[src/rtl/core/length_prefixed_event_deframer_top_macros.svh]
// ---------------------------------------------------------------------------
// length_prefixed_event_deframer_top_macros
// assertion macros used by the deframer parser, empty when SYNTH is set
// ---------------------------------------------------------------------------
`ifndef LENGTH_PREFIXED_EVENT_DEFRAMER_TOP_MACROS_SVH
`define LENGTH_PREFIXED_EVENT_DEFRAMER_TOP_MACROS_SVH

`ifndef SYNTH

// same-cycle implication
`define LPED_ASSERT_IMP(lbl, clk, rst, ante, cons, msg) \
   lbl: assert property (@(posedge clk) disable iff (rst) (ante) |-> (cons)) else $error(msg);

// next-cycle implication
`define LPED_ASSERT_NXT(lbl, clk, rst, ante, cons, msg) \
   lbl: assert property (@(posedge clk) disable iff (rst) (ante) |=> (cons)) else $error(msg);

`else

`define LPED_ASSERT_IMP(lbl, clk, rst, ante, cons, msg)

`define LPED_ASSERT_NXT(lbl, clk, rst, ante, cons, msg)

`endif

`endif

[src/rtl/core/lped_pkg.sv]
// ---------------------------------------------------------------------------
// lped_pkg
// shared constants and types of the length-prefixed event deframer
// ---------------------------------------------------------------------------
package lped_pkg;

   localparam int DEF_LENGTH_BYTES = 4;
   localparam int DEF_EVENT_BYTES  = 4;
   localparam int BYTE_BITS        = 8;
   localparam int WORD_BITS        = 32;

   // one result as produced by the parser
   typedef struct packed {
      logic                 valid;
      logic [WORD_BITS-1:0] event_number;
      logic [BYTE_BITS-1:0] payload_byte;
      logic                 payload_valid;
      logic                 frame_last;
      logic                 frame_empty;
      logic                 bad_length;
   } rsp_type;

endpackage

[src/rtl/core/lped_parser.sv]
// ---------------------------------------------------------------------------
// lped_parser
// header collection and payload tagging, one byte per accepted request
// ---------------------------------------------------------------------------
`include "length_prefixed_event_deframer_top_macros.svh"

module lped_parser #(
   parameter int LENGTH_BYTES = lped_pkg::DEF_LENGTH_BYTES,
   parameter int EVENT_BYTES  = lped_pkg::DEF_EVENT_BYTES
) (
   input  logic                                  clock,
   input  logic                                  reset,
   input  logic                                  take,
   input  logic [lped_pkg::BYTE_BITS-1:0]        in_byte,
   output lped_pkg::rsp_type                     result
);

   localparam int HDR_BYTES = LENGTH_BYTES + EVENT_BYTES;
   localparam int HCW       = $clog2(HDR_BYTES + 1);
   localparam int WB        = lped_pkg::WORD_BITS;
   localparam int BB        = lped_pkg::BYTE_BITS;
   localparam logic [HCW-1:0] HDR_CNT = HCW'(HDR_BYTES);
   localparam logic [HCW-1:0] LEN_CNT = HCW'(LENGTH_BYTES);
   localparam logic [WB-1:0]  HDR_LEN = WB'(HDR_BYTES);

   logic           in_payload_ff,   in_payload_in;
   logic [HCW-1:0] header_count_ff, header_count_in;
   logic [WB-1:0]  declared_len_ff, declared_len_in;
   logic [WB-1:0]  current_event_ff, current_event_in;
   logic [WB-1:0]  bytes_left_ff,   bytes_left_in;

   logic [WB-1:0]  len_base, ev_base, len_new, ev_new, left_dec;
   logic [HCW-1:0] count_inc;

   always_comb begin
      in_payload_in    = in_payload_ff;
      header_count_in  = header_count_ff;
      declared_len_in  = declared_len_ff;
      current_event_in = current_event_ff;
      bytes_left_in    = bytes_left_ff;
      result           = '0;
      result.event_number = current_event_ff;

      left_dec  = bytes_left_ff - WB'(1);
      count_inc = header_count_ff + HCW'(1);
      len_base  = (header_count_ff == '0) ? '0 : declared_len_ff;
      ev_base   = (header_count_ff == '0) ? '0 : current_event_ff;
      len_new   = len_base;
      ev_new    = ev_base;
      if (header_count_ff < LEN_CNT) begin
         // saturate once a nonzero byte would fall off the top
         if (len_base[WB-1 -: BB] != '0) begin
            len_new = '1;
         end else begin
            len_new = {len_base[WB-BB-1:0], in_byte};
         end
      end else begin
         ev_new = {ev_base[WB-BB-1:0], in_byte};
      end

      if (take) begin
         if (in_payload_ff) begin
            bytes_left_in        = left_dec;
            result.valid         = 1'b1;
            result.payload_byte  = in_byte;
            result.payload_valid = 1'b1;
            result.frame_last    = (left_dec == '0);
            if (left_dec == '0) begin
               in_payload_in   = 1'b0;
               header_count_in = '0;
            end
         end else begin
            declared_len_in     = len_new;
            current_event_in    = ev_new;
            result.event_number = ev_new;
            if (count_inc < HDR_CNT) begin
               header_count_in = count_inc;
            end else begin
               header_count_in = '0;
               if (len_new < HDR_LEN) begin
                  result.valid      = 1'b1;
                  result.frame_last = 1'b1;
                  result.bad_length = 1'b1;
               end else if (len_new == HDR_LEN) begin
                  result.valid       = 1'b1;
                  result.frame_last  = 1'b1;
                  result.frame_empty = 1'b1;
               end else begin
                  bytes_left_in = len_new - HDR_LEN;
                  in_payload_in = 1'b1;
               end
            end
         end
      end
   end

   always_ff @(posedge clock) begin
      if (reset) begin
         in_payload_ff    <= 1'b0;
         header_count_ff  <= '0;
         declared_len_ff  <= '0;
         current_event_ff <= '0;
         bytes_left_ff    <= '0;
      end else begin
         in_payload_ff    <= in_payload_in;
         header_count_ff  <= header_count_in;
         declared_len_ff  <= declared_len_in;
         current_event_ff <= current_event_in;
         bytes_left_ff    <= bytes_left_in;
      end
   end

   `LPED_ASSERT_IMP(a_payload_gives_result, clock, reset, take && in_payload_ff, result.valid && result.payload_valid, "payload byte without result")
   `LPED_ASSERT_IMP(a_bad_is_last, clock, reset, result.valid && result.bad_length, result.frame_last && !result.payload_valid, "bad length result malformed")
   `LPED_ASSERT_NXT(a_last_ends_frame, clock, reset, take && in_payload_ff && (bytes_left_ff == WB'(1)), !in_payload_ff && (header_count_ff == '0), "frame did not close")
   `LPED_ASSERT_IMP(a_count_in_range, clock, reset, !in_payload_ff, header_count_ff < HDR_CNT, "header count out of range")

endmodule

[src/rtl/core/lped_out_reg.sv]
// ---------------------------------------------------------------------------
// lped_out_reg
// result register with valid/ready handshake toward the consumer
// ---------------------------------------------------------------------------
module lped_out_reg (
   input  logic                              clock,
   input  logic                              reset,
   input  lped_pkg::rsp_type                 result,
   output logic                              load_ok,
   output logic                              rsp_valid,
   input  logic                              rsp_ready,
   output logic [lped_pkg::WORD_BITS-1:0]    rsp_event_number,
   output logic [lped_pkg::BYTE_BITS-1:0]    rsp_payload_byte,
   output logic                              rsp_payload_valid,
   output logic                              rsp_frame_last,
   output logic                              rsp_frame_empty,
   output logic                              rsp_bad_length
);

   logic              valid_ff, valid_in;
   lped_pkg::rsp_type data_ff,  data_in;

   // the register may be refilled in the cycle it is emptied
   assign load_ok = !valid_ff || rsp_ready;

   always_comb begin
      valid_in = valid_ff;
      data_in  = data_ff;
      if (load_ok) begin
         valid_in = result.valid;
         data_in  = result;
      end
   end

   always_ff @(posedge clock) begin
      if (reset) begin
         valid_ff <= 1'b0;
      end else begin
         valid_ff <= valid_in;
      end
   end

   always_ff @(posedge clock) begin
      data_ff <= data_in;
   end

   assign rsp_valid         = valid_ff;
   assign rsp_event_number  = data_ff.event_number;
   assign rsp_payload_byte  = data_ff.payload_byte;
   assign rsp_payload_valid = data_ff.payload_valid;
   assign rsp_frame_last    = data_ff.frame_last;
   assign rsp_frame_empty   = data_ff.frame_empty;
   assign rsp_bad_length    = data_ff.bad_length;

endmodule

[src/rtl/core/length_prefixed_event_deframer_top.sv]
// ---------------------------------------------------------------------------
// length_prefixed_event_deframer_top
// splits a byte stream into length-prefixed frames and tags payload bytes
// ---------------------------------------------------------------------------
//  channel   direction  handshake              payload
//  req_      in         req_valid / req_ready  req_in_byte
//  rsp_      out        rsp_valid / rsp_ready  event number, byte, flags
//
//  one byte per cycle sustained while rsp_ready is high; a request is
//  accepted in the cycle after the previous one, any result is registered
//  and appears in the cycle after acceptance; header bytes add no stall
//  reset is synchronous and returns the parser to header hunting
//  req_ready drops only while a held result waits on rsp_ready
// ---------------------------------------------------------------------------
module length_prefixed_event_deframer_top #(
   parameter int LENGTH_BYTES = lped_pkg::DEF_LENGTH_BYTES,
   parameter int EVENT_BYTES  = lped_pkg::DEF_EVENT_BYTES
) (
   input  logic                              clock,
   input  logic                              reset,
   // request side
   input  logic                              req_valid,
   output logic                              req_ready,
   input  logic [lped_pkg::BYTE_BITS-1:0]    req_in_byte,
   // result side
   output logic                              rsp_valid,
   input  logic                              rsp_ready,
   output logic [lped_pkg::WORD_BITS-1:0]    rsp_event_number,
   output logic [lped_pkg::BYTE_BITS-1:0]    rsp_payload_byte,
   output logic                              rsp_payload_valid,
   output logic                              rsp_frame_last,
   output logic                              rsp_frame_empty,
   output logic                              rsp_bad_length
);

   lped_pkg::rsp_type result;
   logic              load_ok;
   logic              take;

   // a request is taken whenever the result register can absorb its outcome
   assign req_ready = load_ok;
   assign take      = req_valid && load_ok;

   // header and payload tracking
   lped_parser #(
      .LENGTH_BYTES (LENGTH_BYTES),
      .EVENT_BYTES  (EVENT_BYTES)
   ) u_parser (
      .clock   (clock),
      .reset   (reset),
      .take    (take),
      .in_byte (req_in_byte),
      .result  (result)
   );

   // registered result stage
   lped_out_reg u_out (
      .clock             (clock),
      .reset             (reset),
      .result            (result),
      .load_ok           (load_ok),
      .rsp_valid         (rsp_valid),
      .rsp_ready         (rsp_ready),
      .rsp_event_number  (rsp_event_number),
      .rsp_payload_byte  (rsp_payload_byte),
      .rsp_payload_valid (rsp_payload_valid),
      .rsp_frame_last    (rsp_frame_last),
      .rsp_frame_empty   (rsp_frame_empty),
      .rsp_bad_length    (rsp_bad_length)
   );

endmodule
[config.mk]
export PLATFORM = sky130hd
export DESIGN_NAME = length_prefixed_event_deframer_top
export DESIGN_NICKNAME = d
export VERILOG_FILES = /design/src/rtl/core/lped_pkg.sv /design/src/rtl/core/lped_parser.sv /design/src/rtl/core/lped_out_reg.sv /design/src/rtl/core/length_prefixed_event_deframer_top.sv
export VERILOG_INCLUDE_DIRS = /design/src /design/src/rtl/core
export SDC_FILE = /design/constraint.sdc
export NUM_CORES = 1
export LEC_CHECK = 0
export CORE_MARGIN = 1
export CORE_UTILIZATION = 46
export CTS_BUF_LIST = sky130_fd_sc_hd__clkbuf_4 sky130_fd_sc_hd__clkbuf_8 sky130_fd_sc_hd__clkbuf_16
export CTS_CLUSTER_DIAMETER = 80
export CTS_CLUSTER_SIZE = 20
export DETAILED_ROUTE_END_ITERATION = 8
export DONT_BUFFER_PORTS = 1
export GPL_TIMING_DRIVEN = 0
export PLACE_DENSITY_LB_ADDON = 0.3
export SLEW_MARGIN = 10
export SYNTH_ARGS = -nofsm -noshare
export SYNTH_HDL_FRONTEND = slang
export SYNTH_SLANG_ARGS = --single-unit
[constraint.sdc]
create_clock -name clock -period 4.9 [get_ports clock]
set_input_delay 0.735 -clock clock [delete_from_list [all_inputs] [get_ports clock]]
set_output_delay 0.735 -clock clock [all_outputs]
set_load 0.03 [all_outputs]
Word level (Yosys, flattened, before mapping)
Index checks and enable logic that the tools add are counted.
- bits in registers: 146
- output and inout bits: 46
- add/sub/neg operators: 3
- order comparisons: 3
- equality and inequality tests: 5
- muxes and demuxes: 31
- bitwise operators: 2
- reductions and logical operators: 12
- operators by type and width (kind ; number):
    $mux 32 ; 10
    $mux 45 ; 1
    $eq 32x4->1 const B ; 1
    $logic_not 32->1 ; 1
    $lt 32x4->1 const B ; 1
    $sub 32x1->32 const B ; 1
    $sub 32x4->32 const B ; 1
    $mux 1 ; 13
    $mux 4 ; 3
    $mux 9 ; 1
    $reduce_bool 8->1 ; 1
    $ne 2x1->1 const B ; 3
    $reduce_and 2->1 ; 3
    $add 4x1->4 const B ; 1
    $logic_not 4->1 ; 1
    $lt 4x3->1 const B ; 1
    $lt 4x4->1 const B ; 1
    $mux 2 ; 2
    $reduce_and 4->1 ; 1
    $reduce_or 4->1 ; 1
    $mux 3 ; 1
    $reduce_or 3->1 ; 1
    $ne 2x2->1 const B ; 1
    $not 1->1 ; 2
    other kinds (3) ; 3

Depth between registers and ports, before layout
- word-level depth: 11
- gate-level depth with buffers: 16
- depth with buffers taken out: 13

Hierarchy
A second synthesis with hierarchy kept.
- cell total of the unflattened synthesis: 865
- area total of the unflattened synthesis: 7790.0 µm²
- modules (own cells, without submodules) (module ; instances ; cells an instance ; area each (µm²) ; seq. area each (µm²)):
    lped_parser ; 1 ; 816 ; 6416.2 ; 2001.9
    lped_out_reg ; 1 ; 48 ; 1367.6 ; 1341.3
    length_prefixed_event_deframer_top ; 1 ; 1 ; 6.3 ; 0.0

Worst setup path after synthesis
OpenSTA, ideal clock, no wires.
- kind: in2reg
- start point: input rsp_ready
- end point: register u_parser.header_count_ff[2]
- setup time: 0.079 ns
- arrival time: 3.609 ns
- data required time: 4.821 ns
- slack: 1.212 ns
- stages: 9
- path buffers: 1
- cells stage by stage: nand2b_1 -> nand2_1 -> clkbuf_1 -> nor3_1 -> o2111ai_1 -> nor4_1 -> nand4_2 -> and2_1 -> o211ai_1
- word-level cells in the longest chain between the ends: 3
- ends and longest elaborated chain (element ; line ; text):
    start, declared ; length_prefixed_event_deframer_top.sv:27 ; input logic rsp_ready,
    $logic_or 1x1->1 ; lped_out_reg.sv:24 ; assign load_ok = !valid_ff || rsp_ready;
    $logic_and 1x1->1 ; length_prefixed_event_deframer_top.sv:42 ; assign take = req_valid && load_ok;
    $reduce_and 2->1 (no source line) ; - ;
    end signal, assigned ; lped_parser.sv:106 ; header_count_ff <= header_count_in;
    end, declared ; lped_parser.sv:27 ; logic [HCW-1:0] header_count_ff, header_count_in;
No other way between the ends.
A chain may end at the register's enable or synchronous reset.

Final worst setup path
- start point: register u_parser.header_count_ff[2]
- end point: register u_parser.bytes_left_ff[29]
- word-level cells in the longest chain between the ends: 10
- elaborated cells on any way between the ends: 19
- classes of those cells: add/sub (2); order compare (3); eq/ne (4); mux (7); reduce/logical (3)
- ends and longest elaborated chain (element ; line ; text):
    $logic_not 4->1 ; lped_parser.sv:46 ; len_base = (header_count_ff == '0) ? '0 : declared_len_ff;
    $mux 32 ; lped_parser.sv:46 ;
    $reduce_bool 8->1 ; lped_parser.sv:52 ; if (len_base[WB-1 -: BB] != '0) begin
    $mux 32 ; lped_parser.sv:52 ;
    $mux 32 ; lped_parser.sv:50 ; if (header_count_ff < LEN_CNT) begin
    $sub 32x4->32 ; lped_parser.sv:89 ; bytes_left_in = len_new - HDR_LEN;
    $mux 32 ; lped_parser.sv:84 ; end else if (len_new == HDR_LEN) begin
    $mux 32 ; lped_parser.sv:80 ; if (len_new < HDR_LEN) begin
    $mux 32 ; lped_parser.sv:76 ; if (count_inc < HDR_CNT) begin
    $mux 32 ; lped_parser.sv:62 ; if (in_payload_ff) begin
    end signal, assigned ; lped_parser.sv:109 ; bytes_left_ff <= bytes_left_in;
    end, declared ; lped_parser.sv:30 ; logic [WB-1:0] bytes_left_ff, bytes_left_in;
Parallel ways exist; a longest one is shown, timed or not. The select of a mux whose other input is x is not followed.

==> metrics <==
Max FO, Critical Path 10; drt first pass iters 6; H-tree depth 4; CP max stage delay ~480 ps; sequential fraction of the synthesis area 43.26%; CP startpoint kind flip-flop; minimum clock period around 4600 ps; Yosys top cell area share between 20% and 30%; Die ar. 0.01732 mm²; actual slew at the worst max-slew pin between 1000 and 1500 ps; post-route cell area between 0.008 and 0.009 mm²; clk sinks about 150; final non-filler cell total ~1.1k; CTS tree built; multi-input combinational cell area 0.004074 mm²; first-pass GRT wire length between 30 and 40 mm; # fillers about 1.5k; ranking of synthesized cells by area dfxtp_1, edfxtp_1, nor2_1, a22o_1, nor3_1; vias in the first global route around 6.4k; largest net degree at the start of global routing 24; mean post-synth cell area just under 9 µm²; initial antenna violation count 0; Setup CP Type flip-flop to flip-flop; critical path's most frequent cell buf_2; Starting Density 46.93%; Clk pin slew, worst setup/hold paths about 70 ps; Fin. Hold Viols 0; Layout area overhead 11.97%; drc violations 0; hold path depth 2; Root Driver clkbuf_16; Hold EP u_out.rsp_valid; cell chain of the critical path clkbuf_1 > clkbuf_2 > buf_2 > buf_2 > buf_2 > clkbuf_1 > nor2b_1 > a211oi_1 > ha_1 > nand2_1 > nor3_2 > and2_1 > buf_4 > nor3b_1 > xor2_1 > a21o_1; most frequent cells in the layout nor2_1, dfxtp_1, nand2_1, nor3_1, a21oi_1; Clock Tree Buf Depth 2; drt total wl 24.45 mm; GRT Total Usage approximately 28%; post-DP HPWL ~18 mm; gpl congestion 0.9935; final setup violation count 0; FF+latch count, synth 145; RSZ-0062 raised after global routing false; worst skew pair latency between 400 and 500 ps; die height between 100 and 150 µm; ant diodes 0; # nets final 914; Max Slew Vio Count 0; Util after Layout between 50% and 60%; flop2flop setup slack 290 ps; Netlist cell types 82; IO buf count 0; worst relative slew slack 27.99%; ys async rst share 0%; Post-DRT Antenna Nets 0; Most used DFF post-synth dfxtp_1; status completed; Sequential Area between 0.003 and 0.004 mm²; Synth area leader dfxtp_1; pwr/cell area 343.1 mW/mm²; Fmax achieved roughly 220 MHz; Max IR drop VDD between 200 and 250 µV; share of cells above drive strength 1 9.011%; Initial DRC Count between 800 and 900; FP Rows 47; Worst Hold Class input port to flip-flop; FF-to-FF Start u_parser.header_count_ff[2]; I/O pin cnt 58; placed cells between 1k and 1.5k; die width approximately 130 µm; vias per cell 6.265; Placed Instance Area 0.008060 mm²; commonest non-fill, non-tap cell in the layout nor2_1; Worst Hold Margin ~480 ps; cell at the slowest stage of the critical path clkbuf_1; Post-Syn Nets between 800 and 900; P_leak around 0.0034 µW; RR Endpoint u_parser.bytes_left_ff[29]; core area roughly 0.016 mm²; CP required between 5000 and 6000 ps; Max-cap violations 0; grt ovf 0; Post-Route Setup TNS 0 ps; synth warn 0; Final period util 94.15%; Syn Inst Count 876; Routed WL per cell around 22 µm; Post-synth EDFFs 44; CP arrival 4980 ps; Syn Std Cell Area 0.007727 mm²; hold_sp req_valid; R2R depth 16; cts bufs inserted 17; CP endpoint kind flip-flop; DR vias just over 7k; final setup skew 10.76 ps
## metrics by stage
stage | total power (µW) | setup WS [ps]
2_1_floorplan | 1569 | 1212
3_3_place_gp | 1691 | 52.35
3_5_place_dp | 1689 | 107.2
4_1_cts | 2962 | 54.22
5_1_grt | 3063 | 71.83
6_report | 2969 | 286.9
## report_power, final
group,internal (µW),switching [µW],leakage (µW)
Sequential,1250,41.0,0.00136
Clock,684,605,0.000280
Combinational,122,265,0.00174
Total,2060,910,0.00339
## worst max-delay path, delay by kind of cell, from the launching register on
family                   cells  cell delay, ps
AND/OR/NAND/NOR              5             950
adder cells (fa/ha/maj)      1             240
AO/OA/AOI/OAI                2             400
flip-flops                   1             380
buffers and inverters        7            2270
XOR/XNOR                     1             310
## registers in the layout, summed over array words and instances (netlist names)
register / cells
u_out.rsp_bad_length: 1
u_out.rsp_payload_byte: 8
u_parser.header_count_ff: 3
u_parser.bytes_left_ff: 32
u_parser.current_event_ff: 32
u_out.rsp_event_number: 32
u_parser.in_payload_ff: 1
u_out.rsp_frame_last: 1
u_out.rsp_valid: 1
u_out.rsp_payload_valid: 1
u_parser.declared_len_ff: 32
u_out.rsp_frame_empty: 1
## logic make-up (layout without fill, tap and decap cells)
group / Yosys count / after routing / synth area share (%)
buf+inv: 72 / 106 / 4.113
fa+ha+maj: 5 / 5 / 0.8096
simple gates: 396 / 396 / 26.86
mux: 8 / 8 / 1.052
xor+xnor: 36 / 36 / 4.080
flops: 145 / 145 / 43.26
compound gates: 214 / 214 / 19.82
## worst max path at each step
stage                                start                     endpoint  slack [ps]  depth (start not counted)
2_1_floorplan                    rsp_ready  u_parser.header_count_ff[2]        1210                          9
6_report       u_parser.header_count_ff[2]   u_parser.bytes_left_ff[29]         290                         16
3_5_place_dp   u_parser.header_count_ff[2]   u_parser.bytes_left_ff[29]         110                         16
4_1_cts        u_parser.header_count_ff[2]   u_parser.bytes_left_ff[29]          50                         16
5_1_grt        u_parser.header_count_ff[2]   u_parser.bytes_left_ff[29]          70                         16
3_3_place_gp                     rsp_ready         u_out.rsp_frame_last          50                          9
## layout make-up
class	instances	share of cell area, %
Multi-Input combinational cell	659	47.09
Buffer	64	3.341
Sequential cell	145	38.64
Clock inverter	15	1.851
Inverter	8	0.3471
Tap cell	220	3.181
Timing Repair Buffer	2	0.6363
Clock buffer	17	4.917
## cells in the mapped netlist, types with 5 or more instances
cell type  number
a21o_1          6
o21ai_1         9
nand4_1         6
buf_1           7
a31oi_1         7
nor2_1        120
buf_2           8
nor3b_1         8
a22o_1         32
ha_1            5
o211ai_1        9
or3_1          15
mux2i_1         7
o21ai_0        29
nand2b_1       12
nor3_1         51
nand3b_1        6
a211oi_1       21
clkbuf_1       43
and2_1          5
xnor2_1        17
nand3_1        14
dfxtp_1       101
a22oi_1         5
or4_1           7
a21oi_1        47
inv_1           8
nor2b_1        37
or2_2           6
edfxtp_1       44
nand2_1        59
nor4_1         15
xor2_1         19
and3_1         12
a221o_1         5
## repair_timing
| action | 4_1_cts | 5_1_grt |
|---|---|---|
| setup endpoints to repair | 0 | 9 |
| hold buffers | 0 | 0 |
| hold endpoints to repair | 0 | 0 |
| buffers inserted | 0 | 0 |
| gates resized for setup | 0 | 2 |
## layer usage
layer / global-route usage, % / wire length (µm) / vias to the layer above
li1: - / - / 3270
met1: 40.83 / 10810 / 3362
met5: 0 / 0 / -
met2: 41.09 / 10620 / 388
met4: 12.34 / 846 / 0
met3: 5.363 / 2173 / 59
No activity file was read; power rests on OpenSTA's default activity.
